`src/design/assert_macros.svh`:
```
// Assertion helpers, included by wall_follow_steering_unit.
// Every check is sampled on clk_i and switched off while rst_ni is low.
`ifndef ASSERT_MACROS_SVH
`define ASSERT_MACROS_SVH

// Check that a property holds at every clock edge.
`define WFS_ASSERT(lbl, prop, msg) \
  lbl: assert property (@(posedge clk_i) disable iff (!rst_ni) (prop)) else $error(msg);

// Check that a condition is never seen.
`define WFS_ASSERT_NEVER(lbl, cond, msg) \
  `WFS_ASSERT(lbl, !(cond), msg)

`endif

```
`src/design/wfs_pkg.sv`:
```
`timescale 1ns / 1ps
// ----------------------------------------------------------------------------
// wfs_pkg
// Types, constants and the front range table of the wall follow steering unit.
// ----------------------------------------------------------------------------
package wfs_pkg;

  // Sample and field widths
  localparam int unsigned SAMPLE_BITS = 10;
  localparam int unsigned IN_DATA_W   = ((4 * SAMPLE_BITS + 7) / 8) * 8;
  localparam int unsigned SPEED_W     = 11;
  localparam int unsigned THR_W       = 10;
  localparam int unsigned DIVR_W      = 10;
  localparam int unsigned DRIVE_W     = 12;
  localparam int unsigned OUT_DATA_W  = 2 * DRIVE_W;
  // Internal drives and targets, one bit wider than the port drives
  localparam int unsigned TGT_W       = 13;
  localparam int unsigned RANGE_W     = 9;

  // Configuration port
  localparam int unsigned CFG_IDX_W  = 3;
  localparam int unsigned CFG_DATA_W = 12;
  localparam logic [CFG_IDX_W-1:0] CFG_FULL_SPEED    = 3'd0;
  localparam logic [CFG_IDX_W-1:0] CFG_SLOW_SPEED    = 3'd1;
  localparam logic [CFG_IDX_W-1:0] CFG_SLOW_THRESH   = 3'd2;
  localparam logic [CFG_IDX_W-1:0] CFG_STOP_THRESH   = 3'd3;
  localparam logic [CFG_IDX_W-1:0] CFG_STEER_DIVIDER = 3'd4;
  localparam logic [CFG_IDX_W-1:0] CFG_STOP_LEFT     = 3'd5;
  localparam logic [CFG_IDX_W-1:0] CFG_STOP_RIGHT    = 3'd6;

  // Register reset values
  localparam logic [SPEED_W-1:0] RST_FULL_SPEED    = 11'd1024;
  localparam logic [SPEED_W-1:0] RST_SLOW_SPEED    = 11'd500;
  localparam logic [THR_W-1:0]   RST_SLOW_THRESH   = 10'd375;
  localparam logic [THR_W-1:0]   RST_STOP_THRESH   = 10'd450;
  localparam logic [DIVR_W-1:0]  RST_STEER_DIVIDER = 10'd150;
  localparam logic [DRIVE_W-1:0] RST_STOP_LEFT     = 12'hF38; // -200
  localparam logic [DRIVE_W-1:0] RST_STOP_RIGHT    = 12'hC18; // -1000
  localparam logic [TGT_W-1:0]   RST_PREV_DRIVE    = 13'd1024;

  // Shared multiply / divide unit
  localparam int unsigned OPA_W     = 20;
  localparam int unsigned OPB_W     = 21;
  localparam int unsigned PROD_W    = OPA_W + OPB_W;
  localparam int unsigned DIV_STEPS = OPA_W;
  localparam int unsigned CNT_W     = $clog2(DIV_STEPS);

  // Reciprocals: n/1000 for n < 2^19 and n/10 for n < 2^12 are exact this way
  localparam logic [OPB_W-1:0] RECIP_1000       = 21'd1073742;
  localparam int unsigned      RECIP_1000_SHIFT = 30;
  localparam logic [OPB_W-1:0] RECIP_10         = 21'd6554;
  localparam int unsigned      RECIP_10_SHIFT   = 16;
  localparam int unsigned      SMOOTH_STEP_W    = 9;

  typedef enum logic [0:0] {
    MDU_MUL,
    MDU_DIV
  } mdu_op_e;

  typedef struct packed {
    logic             start;
    mdu_op_e          op;
    logic [OPA_W-1:0] a;
    logic [OPB_W-1:0] b;
  } mdu_req_t;

  typedef struct packed {
    logic              done;
    logic [PROD_W-1:0] result;
  } mdu_rsp_t;

  typedef enum logic [3:0] {
    ST_IDLE,
    ST_RNG_MUL,
    ST_RNG_SUB,
    ST_RNG_REC,
    ST_RNG_CAP,
    ST_STR_MUL,
    ST_STR_DIV,
    ST_STR_WAIT,
    ST_SML_MUL,
    ST_SML_CAP,
    ST_SMR_MUL,
    ST_SMR_CAP,
    ST_OUT
  } wfs_state_e;

  // One segment of the front range table: range = (icpt - slope * u) / 1000
  localparam int unsigned SLOPE_W = 11;
  localparam int unsigned ICPT_W  = 19;

  typedef struct packed {
    logic [SLOPE_W-1:0] slope;
    logic [ICPT_W-1:0]  icpt;
  } seg_t;

  function automatic seg_t front_seg(input logic [SAMPLE_BITS-1:0] u);
    seg_t s;
    if (u < SAMPLE_BITS'(100)) begin
      s.slope = 11'd0;
      s.icpt  = 19'd300000;
    end else if (u < SAMPLE_BITS'(164)) begin
      s.slope = 11'd1041;
      s.icpt  = 19'd330591;
    end else if (u < SAMPLE_BITS'(481)) begin
      s.slope = 11'd347;
      s.icpt  = 19'd216775;
    end else if (u < SAMPLE_BITS'(614)) begin
      s.slope = 11'd112;
      s.icpt  = 19'd104231;
    end else begin
      s.slope = 11'd0;
      s.icpt  = 19'd35000;
    end
    return s;
  endfunction

endpackage

```
`src/design/wfs_mdu.sv`:
```
`timescale 1ns / 1ps
// ----------------------------------------------------------------------------
// wfs_mdu
// Shared multiply / divide unit: registered multiply, restoring divide with
// one quotient bit per cycle. Result and done follow the request.
// ----------------------------------------------------------------------------
module wfs_mdu (
  input  logic              clk_i,
  input  logic              rst_ni,
  input  wfs_pkg::mdu_req_t req_i,
  output wfs_pkg::mdu_rsp_t rsp_o
);

  logic                            busy_q, busy_d;
  logic                            done_q, done_d;
  logic [wfs_pkg::CNT_W-1:0]       cnt_q, cnt_d;
  logic [wfs_pkg::DIVR_W-1:0]      rem_q, rem_d;
  logic [wfs_pkg::DIVR_W-1:0]      dvs_q, dvs_d;
  logic [wfs_pkg::PROD_W-1:0]      res_q, res_d;
  logic [wfs_pkg::DIVR_W:0]        trial;
  logic                            fits;
  logic                            last_step;

  // One restoring step: bring down the next dividend bit, subtract if it fits
  assign trial     = {rem_q, res_q[wfs_pkg::OPA_W-1]};
  assign fits      = trial >= {1'b0, dvs_q};
  assign last_step = cnt_q == wfs_pkg::CNT_W'(wfs_pkg::DIV_STEPS - 1);

  always_comb begin
    busy_d = busy_q;
    done_d = 1'b0;
    cnt_d  = cnt_q;
    rem_d  = rem_q;
    dvs_d  = dvs_q;
    res_d  = res_q;
    if (busy_q) begin
      rem_d = fits ? wfs_pkg::DIVR_W'(trial - {1'b0, dvs_q}) : trial[wfs_pkg::DIVR_W-1:0];
      res_d = {{wfs_pkg::OPB_W{1'b0}}, res_q[wfs_pkg::OPA_W-2:0], fits};
      cnt_d = cnt_q + 1'b1;
      if (last_step) begin
        busy_d = 1'b0;
        done_d = 1'b1;
      end
    end else if (req_i.start) begin
      case (req_i.op)
        wfs_pkg::MDU_MUL: begin
          res_d  = wfs_pkg::PROD_W'(req_i.a) * wfs_pkg::PROD_W'(req_i.b);
          done_d = 1'b1;
        end
        wfs_pkg::MDU_DIV: begin
          res_d  = wfs_pkg::PROD_W'(req_i.a);
          dvs_d  = req_i.b[wfs_pkg::DIVR_W-1:0];
          rem_d  = '0;
          cnt_d  = '0;
          busy_d = 1'b1;
        end
        default: begin
          done_d = 1'b0;
        end
      endcase
    end
  end

  // Control state
  always_ff @(posedge clk_i or negedge rst_ni) begin
    if (!rst_ni) begin
      busy_q <= 1'b0;
      done_q <= 1'b0;
      cnt_q  <= '0;
    end else begin
      busy_q <= busy_d;
      done_q <= done_d;
      cnt_q  <= cnt_d;
    end
  end

  // Operands and partial results
  always_ff @(posedge clk_i) begin
    rem_q <= rem_d;
    dvs_q <= dvs_d;
    res_q <= res_d;
  end

  assign rsp_o.done   = done_q;
  assign rsp_o.result = res_q;

endmodule

```
`src/design/wall_follow_steering_unit.sv`:
```
`timescale 1ns / 1ps
// ----------------------------------------------------------------------------
// wall_follow_steering_unit
// Turns one set of four distance samples into left and right wheel drives.
// ----------------------------------------------------------------------------
// Once a word is accepted, s_axis_tready stays low until its drive word is
// loaded into the output register, so a new word is taken only after the last
// one is through. In between come two front range lookups through the shared
// multiplier (slope multiply, subtraction from the intercept, reciprocal
// multiply, capture), the steering multiply, the start of the divider, a
// restoring division by steer_divider, the capture of the quotient, two
// smoothing steps and one output load. The finished word waits in an output
// register, so the next word is taken while it is still unread; the block
// stalls only when a second result is ready before the first has gone.
// Configuration writes are always taken and must only happen while idle.
module wall_follow_steering_unit (
  input  logic                              clk_i,
  input  logic                              rst_ni,
  // Sample words
  input  logic                              s_axis_tvalid,
  output logic                              s_axis_tready,
  // left_front_sample, right_front_sample, left_side_sample, right_side_sample
  input  logic [wfs_pkg::IN_DATA_W-1:0]     s_axis_tdata,
  // Drive words
  output logic                              m_axis_tvalid,
  input  logic                              m_axis_tready,
  // left_drive, right_drive
  output logic [wfs_pkg::OUT_DATA_W-1:0]    m_axis_tdata,
  // Register writes
  input  logic                              cfg_valid_i,
  output logic                              cfg_ready_o,
  input  logic [wfs_pkg::CFG_IDX_W-1:0]     cfg_index_i,
  input  logic [wfs_pkg::CFG_DATA_W-1:0]    cfg_data_i
);

`include "assert_macros.svh"

  localparam int unsigned SB = wfs_pkg::SAMPLE_BITS;

  // Configuration registers
  logic [wfs_pkg::SPEED_W-1:0] full_speed_q, slow_speed_q;
  logic [wfs_pkg::THR_W-1:0]   slow_thr_q, stop_thr_q;
  logic [wfs_pkg::DIVR_W-1:0]  steer_div_q;
  logic [wfs_pkg::DRIVE_W-1:0] stop_left_q, stop_right_q;

  // Sequencer and working registers
  wfs_pkg::wfs_state_e         state_q, state_d;
  logic                        side_q;
  logic [SB-1:0]               lf_q, rf_q;
  logic                        stop_q;
  logic [wfs_pkg::SPEED_W-1:0] v_q;
  logic [wfs_pkg::OPA_W-1:0]   num_q;
  logic [wfs_pkg::RANGE_W-1:0] rl_q, rr_q;
  logic signed [wfs_pkg::TGT_W-1:0] tgt_l_q, tgt_r_q;
  logic signed [wfs_pkg::TGT_W-1:0] prev_l_q, prev_r_q;
  logic                        out_valid_q;
  logic [wfs_pkg::DRIVE_W-1:0] out_l_q, out_r_q;

  wfs_pkg::mdu_req_t mdu_req;
  wfs_pkg::mdu_rsp_t mdu_rsp;

  logic [SB-1:0]               ls_in, rs_in, cur_u;
  logic                        s_fire, m_fire, out_load;
  wfs_pkg::seg_t               seg;
  logic signed [wfs_pkg::RANGE_W:0] d;
  logic [wfs_pkg::RANGE_W-1:0] d_mag;
  logic [wfs_pkg::DIVR_W-1:0]  div_eff;
  logic [wfs_pkg::OPA_W-1:0]   q_mag, two_v, lim;
  logic signed [wfs_pkg::TGT_W-1:0] v_s, t_s;
  logic signed [wfs_pkg::TGT_W:0]   diff_l, diff_r;
  logic [wfs_pkg::TGT_W-1:0]   mag_l, mag_r;
  logic [wfs_pkg::SMOOTH_STEP_W-1:0] step;
  logic                        in_idle, in_out;

  assign ls_in  = s_axis_tdata[2*SB +: SB];
  assign rs_in  = s_axis_tdata[3*SB +: SB];
  assign s_fire = s_axis_tvalid && s_axis_tready;
  assign m_fire = m_axis_tvalid && m_axis_tready;

  // Register writes: always ready, unknown indexes dropped
  assign cfg_ready_o = 1'b1;

  always_ff @(posedge clk_i or negedge rst_ni) begin
    if (!rst_ni) begin
      full_speed_q <= wfs_pkg::RST_FULL_SPEED;
      slow_speed_q <= wfs_pkg::RST_SLOW_SPEED;
      slow_thr_q   <= wfs_pkg::RST_SLOW_THRESH;
      stop_thr_q   <= wfs_pkg::RST_STOP_THRESH;
      steer_div_q  <= wfs_pkg::RST_STEER_DIVIDER;
      stop_left_q  <= wfs_pkg::RST_STOP_LEFT;
      stop_right_q <= wfs_pkg::RST_STOP_RIGHT;
    end else if (cfg_valid_i && cfg_ready_o) begin
      case (cfg_index_i)
        wfs_pkg::CFG_FULL_SPEED:    full_speed_q <= cfg_data_i[wfs_pkg::SPEED_W-1:0];
        wfs_pkg::CFG_SLOW_SPEED:    slow_speed_q <= cfg_data_i[wfs_pkg::SPEED_W-1:0];
        wfs_pkg::CFG_SLOW_THRESH:   slow_thr_q   <= cfg_data_i[wfs_pkg::THR_W-1:0];
        wfs_pkg::CFG_STOP_THRESH:   stop_thr_q   <= cfg_data_i[wfs_pkg::THR_W-1:0];
        wfs_pkg::CFG_STEER_DIVIDER: steer_div_q  <= cfg_data_i[wfs_pkg::DIVR_W-1:0];
        wfs_pkg::CFG_STOP_LEFT:     stop_left_q  <= cfg_data_i[wfs_pkg::DRIVE_W-1:0];
        wfs_pkg::CFG_STOP_RIGHT:    stop_right_q <= cfg_data_i[wfs_pkg::DRIVE_W-1:0];
        default: begin
        end
      endcase
    end
  end

  // Shared datapath helpers
  assign cur_u   = side_q ? rf_q : lf_q;
  assign seg     = wfs_pkg::front_seg(cur_u);
  assign d       = $signed({1'b0, rl_q}) - $signed({1'b0, rr_q});
  assign d_mag   = d[wfs_pkg::RANGE_W] ? wfs_pkg::RANGE_W'(-d) : d[wfs_pkg::RANGE_W-1:0];
  assign div_eff = (steer_div_q == '0) ? wfs_pkg::DIVR_W'(1) : steer_div_q;
  assign q_mag   = mdu_rsp.result[wfs_pkg::OPA_W-1:0];
  assign two_v   = wfs_pkg::OPA_W'({v_q, 1'b0});
  assign lim     = (q_mag < two_v) ? q_mag : two_v;
  assign v_s     = $signed(wfs_pkg::TGT_W'(v_q));
  assign t_s     = v_s - $signed(wfs_pkg::TGT_W'(lim));
  assign diff_l  = $signed({prev_l_q[wfs_pkg::TGT_W-1], prev_l_q})
                 - $signed({tgt_l_q[wfs_pkg::TGT_W-1], tgt_l_q});
  assign diff_r  = $signed({prev_r_q[wfs_pkg::TGT_W-1], prev_r_q})
                 - $signed({tgt_r_q[wfs_pkg::TGT_W-1], tgt_r_q});
  assign mag_l   = diff_l[wfs_pkg::TGT_W-1:0];
  assign mag_r   = diff_r[wfs_pkg::TGT_W-1:0];
  assign step    = mdu_rsp.result[wfs_pkg::RECIP_10_SHIFT +: wfs_pkg::SMOOTH_STEP_W];

  // Next state
  always_comb begin
    state_d = state_q;
    case (state_q)
      wfs_pkg::ST_IDLE:     if (s_fire) state_d = wfs_pkg::ST_RNG_MUL;
      wfs_pkg::ST_RNG_MUL:  state_d = wfs_pkg::ST_RNG_SUB;
      wfs_pkg::ST_RNG_SUB:  if (mdu_rsp.done) state_d = wfs_pkg::ST_RNG_REC;
      wfs_pkg::ST_RNG_REC:  state_d = wfs_pkg::ST_RNG_CAP;
      wfs_pkg::ST_RNG_CAP: begin
        if (mdu_rsp.done) state_d = side_q ? wfs_pkg::ST_STR_MUL : wfs_pkg::ST_RNG_MUL;
      end
      wfs_pkg::ST_STR_MUL:  state_d = wfs_pkg::ST_STR_DIV;
      wfs_pkg::ST_STR_DIV:  if (mdu_rsp.done) state_d = wfs_pkg::ST_STR_WAIT;
      wfs_pkg::ST_STR_WAIT: if (mdu_rsp.done) state_d = wfs_pkg::ST_SML_MUL;
      wfs_pkg::ST_SML_MUL:  state_d = wfs_pkg::ST_SML_CAP;
      wfs_pkg::ST_SML_CAP:  if (mdu_rsp.done) state_d = wfs_pkg::ST_SMR_MUL;
      wfs_pkg::ST_SMR_MUL:  state_d = wfs_pkg::ST_SMR_CAP;
      wfs_pkg::ST_SMR_CAP:  if (mdu_rsp.done) state_d = wfs_pkg::ST_OUT;
      wfs_pkg::ST_OUT:      if (out_load) state_d = wfs_pkg::ST_IDLE;
      default:              state_d = wfs_pkg::ST_IDLE;
    endcase
  end

  // Sequencer outputs: handshake and requests to the shared unit
  always_comb begin
    s_axis_tready = 1'b0;
    out_load      = 1'b0;
    mdu_req.start = 1'b0;
    mdu_req.op    = wfs_pkg::MDU_MUL;
    mdu_req.a     = '0;
    mdu_req.b     = '0;
    case (state_q)
      wfs_pkg::ST_IDLE: s_axis_tready = 1'b1;
      wfs_pkg::ST_RNG_MUL: begin
        mdu_req.start = 1'b1;
        mdu_req.a     = wfs_pkg::OPA_W'(cur_u);
        mdu_req.b     = wfs_pkg::OPB_W'(seg.slope);
      end
      wfs_pkg::ST_RNG_REC: begin
        mdu_req.start = 1'b1;
        mdu_req.a     = num_q;
        mdu_req.b     = wfs_pkg::RECIP_1000;
      end
      wfs_pkg::ST_STR_MUL: begin
        mdu_req.start = 1'b1;
        mdu_req.a     = wfs_pkg::OPA_W'(d_mag);
        mdu_req.b     = wfs_pkg::OPB_W'(v_q);
      end
      wfs_pkg::ST_STR_DIV: begin
        mdu_req.start = mdu_rsp.done;
        mdu_req.op    = wfs_pkg::MDU_DIV;
        mdu_req.a     = mdu_rsp.result[wfs_pkg::OPA_W-1:0];
        mdu_req.b     = wfs_pkg::OPB_W'(div_eff);
      end
      wfs_pkg::ST_SML_MUL: begin
        mdu_req.start = 1'b1;
        mdu_req.a     = wfs_pkg::OPA_W'(mag_l);
        mdu_req.b     = wfs_pkg::RECIP_10;
      end
      wfs_pkg::ST_SMR_MUL: begin
        mdu_req.start = 1'b1;
        mdu_req.a     = wfs_pkg::OPA_W'(mag_r);
        mdu_req.b     = wfs_pkg::RECIP_10;
      end
      wfs_pkg::ST_OUT: out_load = !out_valid_q || m_axis_tready;
      default: begin
        s_axis_tready = 1'b0;
      end
    endcase
  end

  wfs_mdu u_mdu (
    .clk_i  (clk_i),
    .rst_ni (rst_ni),
    .req_i  (mdu_req),
    .rsp_o  (mdu_rsp)
  );

  // Control state, smoothing memory and output valid
  always_ff @(posedge clk_i or negedge rst_ni) begin
    if (!rst_ni) begin
      state_q     <= wfs_pkg::ST_IDLE;
      side_q      <= 1'b0;
      out_valid_q <= 1'b0;
      prev_l_q    <= wfs_pkg::RST_PREV_DRIVE;
      prev_r_q    <= wfs_pkg::RST_PREV_DRIVE;
    end else begin
      state_q <= state_d;
      if (s_fire) begin
        side_q <= 1'b0;
      end else if (state_q == wfs_pkg::ST_RNG_CAP && mdu_rsp.done) begin
        side_q <= !side_q;
      end
      // Drops move a tenth of the way, rises are taken at once
      if (state_q == wfs_pkg::ST_SML_CAP && mdu_rsp.done) begin
        prev_l_q <= (tgt_l_q < prev_l_q)
                  ? prev_l_q - $signed(wfs_pkg::TGT_W'(step)) : tgt_l_q;
      end
      if (state_q == wfs_pkg::ST_SMR_CAP && mdu_rsp.done) begin
        prev_r_q <= (tgt_r_q < prev_r_q)
                  ? prev_r_q - $signed(wfs_pkg::TGT_W'(step)) : tgt_r_q;
      end
      if (out_load) begin
        out_valid_q <= 1'b1;
      end else if (m_fire) begin
        out_valid_q <= 1'b0;
      end
    end
  end

  // Working values
  always_ff @(posedge clk_i) begin
    if (s_fire) begin
      lf_q   <= s_axis_tdata[0 +: SB];
      rf_q   <= s_axis_tdata[SB +: SB];
      v_q    <= (ls_in > SB'(slow_thr_q) || rs_in > SB'(slow_thr_q))
              ? slow_speed_q : full_speed_q;
      stop_q <= ls_in > SB'(stop_thr_q) || rs_in > SB'(stop_thr_q);
    end
    if (state_q == wfs_pkg::ST_RNG_SUB && mdu_rsp.done) begin
      num_q <= wfs_pkg::OPA_W'(seg.icpt) - mdu_rsp.result[wfs_pkg::OPA_W-1:0];
    end
    if (state_q == wfs_pkg::ST_RNG_CAP && mdu_rsp.done) begin
      if (side_q) begin
        rr_q <= mdu_rsp.result[wfs_pkg::RECIP_1000_SHIFT +: wfs_pkg::RANGE_W];
      end else begin
        rl_q <= mdu_rsp.result[wfs_pkg::RECIP_1000_SHIFT +: wfs_pkg::RANGE_W];
      end
    end
    // Steer away from the nearer wall by slowing the outer wheel
    if (state_q == wfs_pkg::ST_STR_WAIT && mdu_rsp.done) begin
      if (d[wfs_pkg::RANGE_W]) begin
        tgt_l_q <= v_s;
        tgt_r_q <= t_s;
      end else begin
        tgt_l_q <= t_s;
        tgt_r_q <= v_s;
      end
    end
    if (out_load) begin
      out_l_q <= stop_q ? stop_left_q  : prev_l_q[wfs_pkg::DRIVE_W-1:0];
      out_r_q <= stop_q ? stop_right_q : prev_r_q[wfs_pkg::DRIVE_W-1:0];
    end
  end

  assign m_axis_tvalid = out_valid_q;
  assign m_axis_tdata  = {out_r_q, out_l_q};

  // Checks
  assign in_idle = state_q == wfs_pkg::ST_IDLE;
  assign in_out  = state_q == wfs_pkg::ST_OUT;

  `WFS_ASSERT(a_accept_starts, s_fire |=> state_q == wfs_pkg::ST_RNG_MUL, "word did not start")
  `WFS_ASSERT(a_out_from_seq, $rose(m_axis_tvalid) |-> $past(in_out), "word raised early")
  `WFS_ASSERT_NEVER(a_stray_done, mdu_rsp.done && (in_idle || in_out), "unexpected unit done")

endmodule

```
`config.mk`:
```
export PLATFORM = sky130hd
export DESIGN_NAME = wall_follow_steering_unit
export DESIGN_NICKNAME = d
export VERILOG_FILES = /design/src/design/wfs_pkg.sv /design/src/design/wfs_mdu.sv /design/src/design/wall_follow_steering_unit.sv
export VERILOG_INCLUDE_DIRS = /design/src /design/src/design
export SDC_FILE = /design/constraint.sdc
export NUM_CORES = 1
export LEC_CHECK = 0
export BUFFER_PORTS_ARGS = -buffer_cell sky130_fd_sc_hd__buf_2
export CELL_PAD_IN_SITES_DETAIL_PLACEMENT = 1
export CELL_PAD_IN_SITES_GLOBAL_PLACEMENT = 1
export CORE_ASPECT_RATIO = 1.75
export CORE_UTILIZATION = 32
export CTS_CLUSTER_DIAMETER = 120
export CTS_CLUSTER_SIZE = 16
export DETAILED_ROUTE_END_ITERATION = 10
export PLACE_DENSITY = 0.67
export RECOVER_POWER = 100
export SETUP_SLACK_MARGIN = 0.3
export SKIP_CTS_REPAIR_TIMING = 1
export SLEW_MARGIN = 20
export SYNTH_ARGS = -nofsm -noshare
export SYNTH_HDL_FRONTEND = slang
export SYNTH_SLANG_ARGS = --single-unit
```
`constraint.sdc`:
```
create_clock -name clk_i -period 13.8 [get_ports clk_i]
set_input_delay 0 -clock clk_i [delete_from_list [all_inputs] [get_ports clk_i]]
set_output_delay 0 -clock clk_i [all_outputs]
set_load 0.005 [all_outputs]
```
* Word-level counts from Yosys, hierarchy flattened
Index checks and enable logic that the tools add are counted.
** Storage, ports and cells
- Input bits :: 60
- Register bits after elaboration :: 294
- Logic and storage cells :: 169
- Output and inout bits :: 27
** Operators by class
- Muxes and demuxes :: 52
- $add $sub $neg :: 10
- Reduce and logical (&&, ||, !) cells :: 32
- Bitwise gates (word level) :: 3
- $mul :: 1
- Eq/ne operators :: 27
- Magnitude comparators :: 12
** Operator list (number)
- $pmux W41 S6 :: 1
- $pmux W39 S2 :: 1
- $mux W10 :: 6
- $mux W30 :: 2
- $pmux W4 S13 :: 1
- $gt A10 B10 Y1 :: 4
- $mux W20 :: 2
- $mul A20 B21 Y39 :: 1
- $mux W13 :: 3
- $mux W11 :: 3
- $mux W4 :: 8
- $mux W28 :: 1
- $lt A13 B13 Y1 :: 2
- $mux W26 :: 1
- $sub A13 B10 Y13 :: 2
- $sub A13 B13 Y13 :: 2
- $mux W12 :: 2
- $eq A4 B4 Y1 const B :: 5
- $lt A20 B12 Y1 :: 1
- $reduce_and A2 Y1 :: 10
- $sub A19 B20 Y20 :: 1
- $eq A4 B3 Y1 const B :: 4
- $mux W1 :: 15
- $mux W5 :: 3
- 32 further kinds :: 56

* Depth between registers and ports, before layout
Gate-level depths: netlist of run 1.
- Depth after elaboration :: 11
- Gate-level depth with buffers :: 36
- Gate-level depth less buffers :: 34

* Modules after synthesis
A second synthesis of run 1 with hierarchy kept.
** Second synthesis, totals
- Cells, all modules :: 3424
- Area, all modules :: 32568.7 µm²
** By module, submodules not included
- wfs_mdu :: area each 17367.9 µm², sequential area each 1796.7 µm², instances 1, cells an instance 1918
- wall_follow_steering_unit :: area each 15200.8 µm², sequential area each 6349.8 µm², instances 1, cells an instance 1506

* Worst setup path before layout of run 1
Ideal clock, no wire load.
- Path type :: reg2reg
- Start point :: register rl_q[1] (netlist name)
- End point :: register u_mdu.res_q[35] (netlist name)
- Arrival :: 8.446 ns
- Path buffers :: 1
- Library setup time :: 0.093 ns
- Period minus slack after synthesis :: 8.539 ns
- Required time :: 13.707 ns
- Path slack :: 5.261 ns
- Cell stages (with the launch flop) :: 33
- Cells stage by stage :: edfxtp_1 -> ha_1 -> nor2b_1 -> o31a_1 -> o31a_1 -> o311ai_4 -> o211ai_1 -> xnor2_1 -> o211ai_1 -> clkbuf_1 -> nand2_1 -> fa_1 -> inv_1 -> fa_1 -> inv_1 -> fa_1 -> inv_1 -> fa_1 -> inv_1 -> fa_1 -> inv_1 -> fa_1 -> inv_1 -> fa_1 -> inv_1 -> ha_1 -> a211oi_1 -> o211ai_1 -> and3_1 -> o41ai_1 -> o31ai_1 -> o21a_1 -> o311ai_2
** On the way
- Longest elaborated chain between the ends :: 6
** RTL lines
- from (decl) :: RTL line wall_follow_steering_unit.sv:53 : logic [wfs_pkg::RANGE_W-1:0] rl_q, rr_q;
- from (signal assigned) :: RTL line wall_follow_steering_unit.sv:252 : rl_q <= mdu_rsp.result[wfs_pkg::RECIP_1000_SHIFT +: wfs_pkg::RANGE_W];
- $sub A9 B9 Y10 * :: RTL line wall_follow_steering_unit.sv:110 : assign d = $signed({1'b0, rl_q}) - $signed({1'b0, rr_q});
- $neg A9 Y9 :: RTL line wall_follow_steering_unit.sv:111 : assign d_mag = d[wfs_pkg::RANGE_W] ? wfs_pkg::RANGE_W'(-d) : d[wfs_pkg::RANGE_W-1:0];
- $mux W9 * :: RTL line wall_follow_steering_unit.sv:111
- $pmux W41 S6 * :: RTL line wall_follow_steering_unit.sv:157 : case (state_q)
- $mul A20 B21 Y39 * :: RTL line wfs_mdu.sv:47 : res_d = wfs_pkg::PROD_W'(req_i.a) * wfs_pkg::PROD_W'(req_i.b);
- $pmux W39 S2 * :: RTL line wfs_mdu.sv:45 : case (req_i.op)
- to (signal assigned) :: RTL line wfs_mdu.sv:81 : res_q <= res_d;
- to (decl) :: RTL line wfs_mdu.sv:19 : logic [wfs_pkg::PROD_W-1:0] res_q, res_d;
Mark *: on every way between the ends. The rest lies on a longest branch, timed or not.
A chain may end at the register's enable or synchronous reset.

* Worst setup path in the final report of run 1
- Start point :: register side_q
- End point :: register u_mdu.res_q[36] (netlist name)
** On the way
- Longest elaborated chain between the ends :: 9
- Elaborated cells between the ends (all ways) :: 12
- Those cells by class :: mul (1); order compare (4); mux (7)
** RTL lines
- from (decl) :: RTL line wall_follow_steering_unit.sv:48 : logic side_q;
- from (signal assigned) :: RTL line wall_follow_steering_unit.sv:217 : side_q <= !side_q;
- $mux W10 * :: RTL line wall_follow_steering_unit.sv:108 : assign cur_u = side_q ? rf_q : lf_q;
- $lt A10 B10 Y1 :: RTL line wfs_pkg.sv:108 : end else if (u < SAMPLE_BITS'(614)) begin
- $mux W26 :: RTL line wfs_pkg.sv:108
- $mux W28 :: RTL line wfs_pkg.sv:105 : end else if (u < SAMPLE_BITS'(481)) begin
- $mux W30 :: RTL line wfs_pkg.sv:102 : end else if (u < SAMPLE_BITS'(164)) begin
- $mux W30 :: RTL line wfs_pkg.sv:99 : if (u < SAMPLE_BITS'(100)) begin
- $pmux W41 S6 * :: RTL line wall_follow_steering_unit.sv:157
- $mul A20 B21 Y39 * :: RTL line wfs_mdu.sv:47
- $pmux W39 S2 * :: RTL line wfs_mdu.sv:45
Marked as above.

==> impl_metrics.csv, run 1 <==
group,metric,value,unit
routing,wl_met1,33.9,mm
global_route,grt_pass1_wl,160,mm
floorplanning,die_w,230,um
layout,area_delta_synth_final,9.62,%
sta,fin_crit_sh,0.870,
routing,met2_length,59.0,mm
synth,seq_area_frac_synth,0.275,
setup_path,cp-start-kind,"flop",
synth,synth-xor-area-share,0.0259,
sta,finalHoldViolCount,0,
synth,synth_edf_count,160,
setup_path,critical_path_class,"reg2reg",
floorplanning,initial_core_util,0.323,
global_route,antenna_found_initial,2,
routing,first_pass_iters,5,
synth,yosys.cell_types.count,96,
setup_path,endpoint_kind,"flop",
global_route,grt_max_degree,65,
layout,final_cell_count_no_fill,4346,
synth,netlist.area_leader.share,0.173,
clocking,cts_tree,"built",
routing,wl,108,mm
floorplanning,rows,146,
layout,fin_nets,3754,
status,status,"finished with violations",
synth,muxShareOfSynthArea,0.0568,
synth,ys_dominant_reg_cell,"edfxtp_1",
flow_run,drv_cap,11,
synth,netlist_area,29100,sq um
routing,drc,0,
placed_design,place_inst,4264,
clocking,clock_path_buffers,3,
routing,wire_per_inst,24.8,um
clocking,numCtsBuffers,22,
setup_path,crit_required,14270,ps
synth,synth_seq_cells,289,
routing,via_per_inst,5.38,
synth,yosys.area_share.simple,0.123,
sta,setup_viol,0,
synth,synth_largest_area_cell,"fa_1",
placed_design,dpl.hpwl,88.8,mm
global_route,first_global_vias,25741,
placed_design,io_buffers,85,
sta,slew_headroom,-1.35,
global_route,grtUsageTotal,0.235,
synth,synth.area.top_cells,"fa_1, edfxtp_1, ha_1",
setup_path,critPathArrivalTime,12480,ps
min_path,hp-start,"cfg_index_i[0]",
sta,holdWs,15.6,ps
setup_path,crit_path_start,"side_q$_DFFE_PN0P_",
synth,yosys_warnings,0,
sta,fmax,83.3,MHz
floorplanning,core-area,90200,sq um
floorplanning,die_area,92200,sq um
sta,tns,0,ps
min_path,worstHoldPathType,"in2reg",
clocking,root_buffer,"clkbuf_16",
sta,final_max_slew_viol_count,302,
routing,ant_nets,0,
clocking,cts_sinks,289,
status,violations,"max-capacitance violations, max-slew violations",
clocking,clkSlewWorstSetupHoldPaths,80,ps
clocking,htreeDepth,1,
routing,drtIter0Drc,1001,
sta,skew,30.8,ps
routing,wl_met3,3.96,mm
setup_path,cp_max_fo,19,
synth,syn_avg_cell_area,9.62,sq um
placed_design,place_congestion,1.01,
routing,vias,23380,
layout,drive_gt1_frac,0.0922,
floorplanning,die_y,401,um
synth,synth_cells,3025,
setup_path,timing.rr.start,"side_q$_DFFE_PN0P_",
synth,synth-compound-area-share,0.142,
synth,synthAdderAreaFrac,0.302,
routing,top_layer,"met5",
sta,min_period,12000,ps
synth,synth_top_family_by_area,"adder cells",
clocking,clkLatencyLatePin,580,ps
floorplanning,io_pins,87,
global_route,grt_overflow,0,
layout,fillers,10573,
synth,async_flop_share,0.398,
setup_path,critPathSlowestCell,"a221oi_1",
setup_path,max_stage_delay,2580,ps
sta,rsz0062_at_grt,"no",
sta,tightest_slew,3520,ps
setup_path,crit_path_frequent_cell,"fa_1",
[synth_stat cells (all sizes together), types with 7 or more instances]
cell	count
xnor2	53
nor2b	30
o211ai	22
a22oi	14
dfrtp	80
a21oi	167
a221oi	13
nor3b	7
o21ai	152
nand2	254
a21o	62
dfxtp	14
o21bai	18
o221ai	7
inv	463
a31oi	11
edfxtp	160
o311ai	7
buf	42
nor2	197
clkbuf	52
ha	302
nand4	32
a2111oi	7
and2	34
fa	251
nor4	11
xor2	33
o31a	8
nand2b	20
o22ai	11
dfstp	35
nor3	57
mux2i	38
o31ai	23
and3	14
a211o	7
o21a	25
a21boi	10
a211oi	21
or3	21
or2	12
mux2	113
nand3	56
[kinds of logic after synthesis]
logic type | count (synthesis)
mux | 151
simple gates | 762
buf+inv | 558
other cells | 2
compound gates | 624
xor+xnor | 86
flops | 289
fa+ha+maj | 553
[worst paths after layout]
kind / end / slack (ps) / depth (start not counted)
setup / recovery: u_mdu.res_q[36]$_SDFFE_PP0P_ / 1800 / 28
hold / removal: slow_thr_q[2]$_DFFE_PN1P_ / 20 / 5
setup reg to reg: u_mdu.res_q[36]$_SDFFE_PP0P_ / 1800 / 28
hold reg to reg: rr_q[4]$_DFFE_PP_ / 490 / 0
max in group asynchronous: state_q[2]$_DFFE_PN0P_ / 8210 / 3
min in group asynchronous: u_mdu.busy_q$_DFF_PN0_ / 1010 / 2
[placed cells by master, fill, tap and decap left out, types with 26 or more instances in the layout]
master           n
inv_1          461
ha_1           302
nand2_1        252
fa_1           251
nor2_1         197
a21oi_1        162
edfxtp_1       160
o21ai_0        140
mux2_2         102
dfrtp_1         79
buf_2           64
a21o_1          62
nand3_1         55
nor3_1          54
clkbuf_1        54
xnor2_1         53
mux2i_1         38
dlygate4sd3_1   35
xor2_1          33
nand4_1         32
nor2b_1         30
dfstp_2         30
and2_1          26
conb_1          26
[final cells by class]
| cell class | instances | area, sq um | area share |
|---|---|---|---|
| diodes | 5 | 12.5 | 0.000392 |
| flip-flops and latches | 289 | 8010 | 0.251 |
| repair buffers | 162 | 1000 | 0.0315 |
| well taps | 1184 | 1480 | 0.0464 |
| inverters | 464 | 1740 | 0.0546 |
| clock buffers | 39 | 636 | 0.0199 |
| clock inverters | 1 | 16.3 | 0.000510 |
| multi-input cells | 2202 | 19000 | 0.596 |
[stage by stage]
step / setup WS [ps] / util / cell area (sq um)
6_report: 1800 / 0.354 / 31900
5_1_grt: 1670 / 0.354 / 31900
4_1_cts: 3780 / 0.351 / 31700
3_5_place_dp: 3790 / 0.344 / 31100
3_3_place_gp: 3910 / 0.344 / 31100
2_1_floorplan: 5260 / - / 29200
[state kept, by name (all words and copies together), names as in the netlist, 9 cells and up]
register      count
full_speed_q     11
lf_q             10
num_q            20
out_l_q          12
out_r_q          12
prev_l_q         13
prev_r_q         13
rf_q             10
rl_q              9
rr_q              9
slow_speed_q     11
slow_thr_q       10
steer_div_q      10
stop_left_q      12
stop_right_q     12
stop_thr_q       10
tgt_l_q          13
tgt_r_q          13
u_mdu.dvs_q      10
u_mdu.rem_q      10
u_mdu.res_q      34
v_q              11
[critical path, delay by kind of cell, from the launching register on]
kind | cells | cell delay, ps
mux | 1 | 710
fa+ha+maj | 8 | 3360
buf+inv | 6 | 1200
compound gates | 9 | 4870
simple gates | 4 | 900
flops | 1 | 820
[metal layers]
layer / global-route usage / vias to the layer above
met3: 0.0271 / 360
met4: 0.199 / 2
met2: 0.455 / 679
met1: 0.212 / 11785
met5: 0 / -
li1: - / 10554
Power of run 1 is left out: the tool's default activity adds up to more than one toggle a clock period on the data nets, which glitch-free logic cannot reach.
==> run 2: changes to the inputs <==
--- a/config.mk
+++ b/config.mk
@@ -21,4 +21,5 @@
 export SLEW_MARGIN = 20
 export SYNTH_ARGS = -nofsm -noshare
 export SYNTH_HDL_FRONTEND = slang
+export SYNTH_HIERARCHICAL = 1
 export SYNTH_SLANG_ARGS = --single-unit
==> run 2 against run 1 <==
  * The run ends with negative hold slack, max-capacitance violations, max-slew violations left
  * Setup slack better by 870 ps
  * Final area is 9.0% higher
  * Critical path depth is 3 lower
==> impl_metrics.csv, run 2 <==
group,metric,value,unit
placed_design,dpl.hpwl,83.7,mm
layout,insertedDiodeCount,0,
setup_path,max_stage_delay,1800,ps
placed_design,place_congestion,0.944,
layout,layout_common_cells,"inv_1, nand2_1, fa_1",
floorplanning,io_pins,87,
setup_path,crit_required,14250,ps
routing,via_per_inst,5.16,
layout,drive_gt1_frac,0.0839,
sta,tns,0,ps
routing,drtIter0Drc,981,
floorplanning,initial_core_util,0.323,
placed_design,io_buffers,85,
routing,first_pass_iters,7,
routing,drc,0,
layout,fillers,11509,
layout,fin_util,0.351,
sta,rsz0062_at_grt,"no",
setup_path,rrSetupSlack,2670,ps
status,violations,"negative hold slack, max-capacitance violations, max-slew violations",
layout,largest_reg_flops,34,
min_path,worstHoldPathType,"in2reg",
layout,mostFrequentLayoutCell,"inv_1",
synth,synth_cells,3356,
sta,finalHoldViolCount,2,
sta,holdWs,-74.9,ps
floorplanning,die_area,101000,sq um
synth,netlist_area,32000,sq um
sta,min_period,11130,ps
setup_path,cp_max_fo,54,
synth,yosys_warnings,6,
sta,fmax,89.8,MHz
global_route,first_global_vias,27130,
sta,fin_crit_sh,0.807,
layout,regMostFlops,"u_mdu/res_q",
routing,wire_per_inst,21.9,um
setup_path,endpoint_kind,"flop",
clocking,numCtsBuffers,22,
setup_path,critPathSlowestCell,"clkbuf_1",
floorplanning,core-area,99200,sq um
layout,top_regs,"u_mdu/res_q (34), num_q (20)",
clocking,htreeDepth,1,
clocking,clkLatencyLatePin,590,ps
routing,vias,24448,
flow_run,drv_cap,9,
floorplanning,die_w,241,um
layout,area_delta_synth_final,8.71,%
clocking,cts_sinks,289,
setup_path,cp-start-kind,"flop",
setup_path,critical_path_class,"reg2reg",
status,status,"finished with violations",
sta,final_max_slew_viol_count,315,
clocking,cts_tree,"built",
global_route,grtUsageTotal,0.207,
clocking,root_buffer,"clkbuf_16",
routing,wl,104,mm
clocking,clock_path_buffers,3,
layout,fin_nets,4101,
sta,tightest_slew,3830,ps
sta,skew,39.1,ps
synth,syn_avg_cell_area,9.54,sq um
global_route,grt_overflow,0,
global_route,antenna_found_initial,2,
setup_path,critPathArrivalTime,11580,ps
sta,setup_viol,0,
floorplanning,die_y,420,um
floorplanning,rows,153,
sta,slew_headroom,-1.56,
routing,ant_nets,0,
clocking,clkSlewWorstSetupHoldPaths,90,ps
global_route,grt_max_degree,72,
global_route,grt_pass1_wl,158,mm
==> run 2: layer usage <==
metal | up-vias | wire, um | track usage
met5 | - | 0 | 0
met2 | 488 | 57900 | 0.410
li1 | 11153 | - | -
met1 | 12544 | 35300 | 0.197
met4 | 0 | 8330 | 0.147
met3 | 263 | 2340 | 0.0147
==> run 2: final cells by class <==
class,count,area [sq um],area share
timing repair buffer,177,1080,0.0310
clock buffer,39,657,0.0189
clock inverter,1,16.3,0.000467
sequential,289,8010,0.230
multi-input combinational,2422,21500,0.619
inverter,494,1850,0.0533
tap,1317,1650,0.0474
==> run 2: stage by stage <==
step                      instance area [sq um]  instances  setup slack, ps  hold WS (ps)
final                                     34800       4739             2670         -74.9
after global routing                      34800       4739             2120          22.4
after CTS                                 34600       4700             4430          -534
after detailed placement                  34000       4660             4510          71.5
after global placement                    34000       4660             4560          66.8
after floorplan                           32000       3365             5500          -296
==> run 2: worst paths after layout <==
kind,start,to,cells after the start
max in group asynchronous,rst_ni,full_speed_q[6]$_DFFE_PN0P_,3
hold / removal,s_axis_tvalid,side_q$_DFFE_PN0P_,4
hold reg to reg,u_mdu/res_q[35]$_SDFFE_PP0P_,rl_q[5]$_DFFE_PP_,0
setup reg to reg,state_q[3]$_DFFE_PN0P_,u_mdu/res_q[38]$_SDFFE_PP0P_,25
min in group asynchronous,rst_ni,stop_right_q[6]$_DFFE_PN0P_,2
setup / recovery,state_q[3]$_DFFE_PN0P_,u_mdu/res_q[38]$_SDFFE_PP0P_,25
==> run 2: critical path, delay by kind of cell, from the launching register on <==
kind	cells	cell delay [ps]
adder cells (fa/ha/maj)	6	2460
multiplexers	1	310
AND/OR/NAND/NOR	3	1150
AO/OA/AOI/OAI	10	3280
flip-flops	1	620
buffers and inverters	5	3120
Power of run 2 is left out for the same reason.
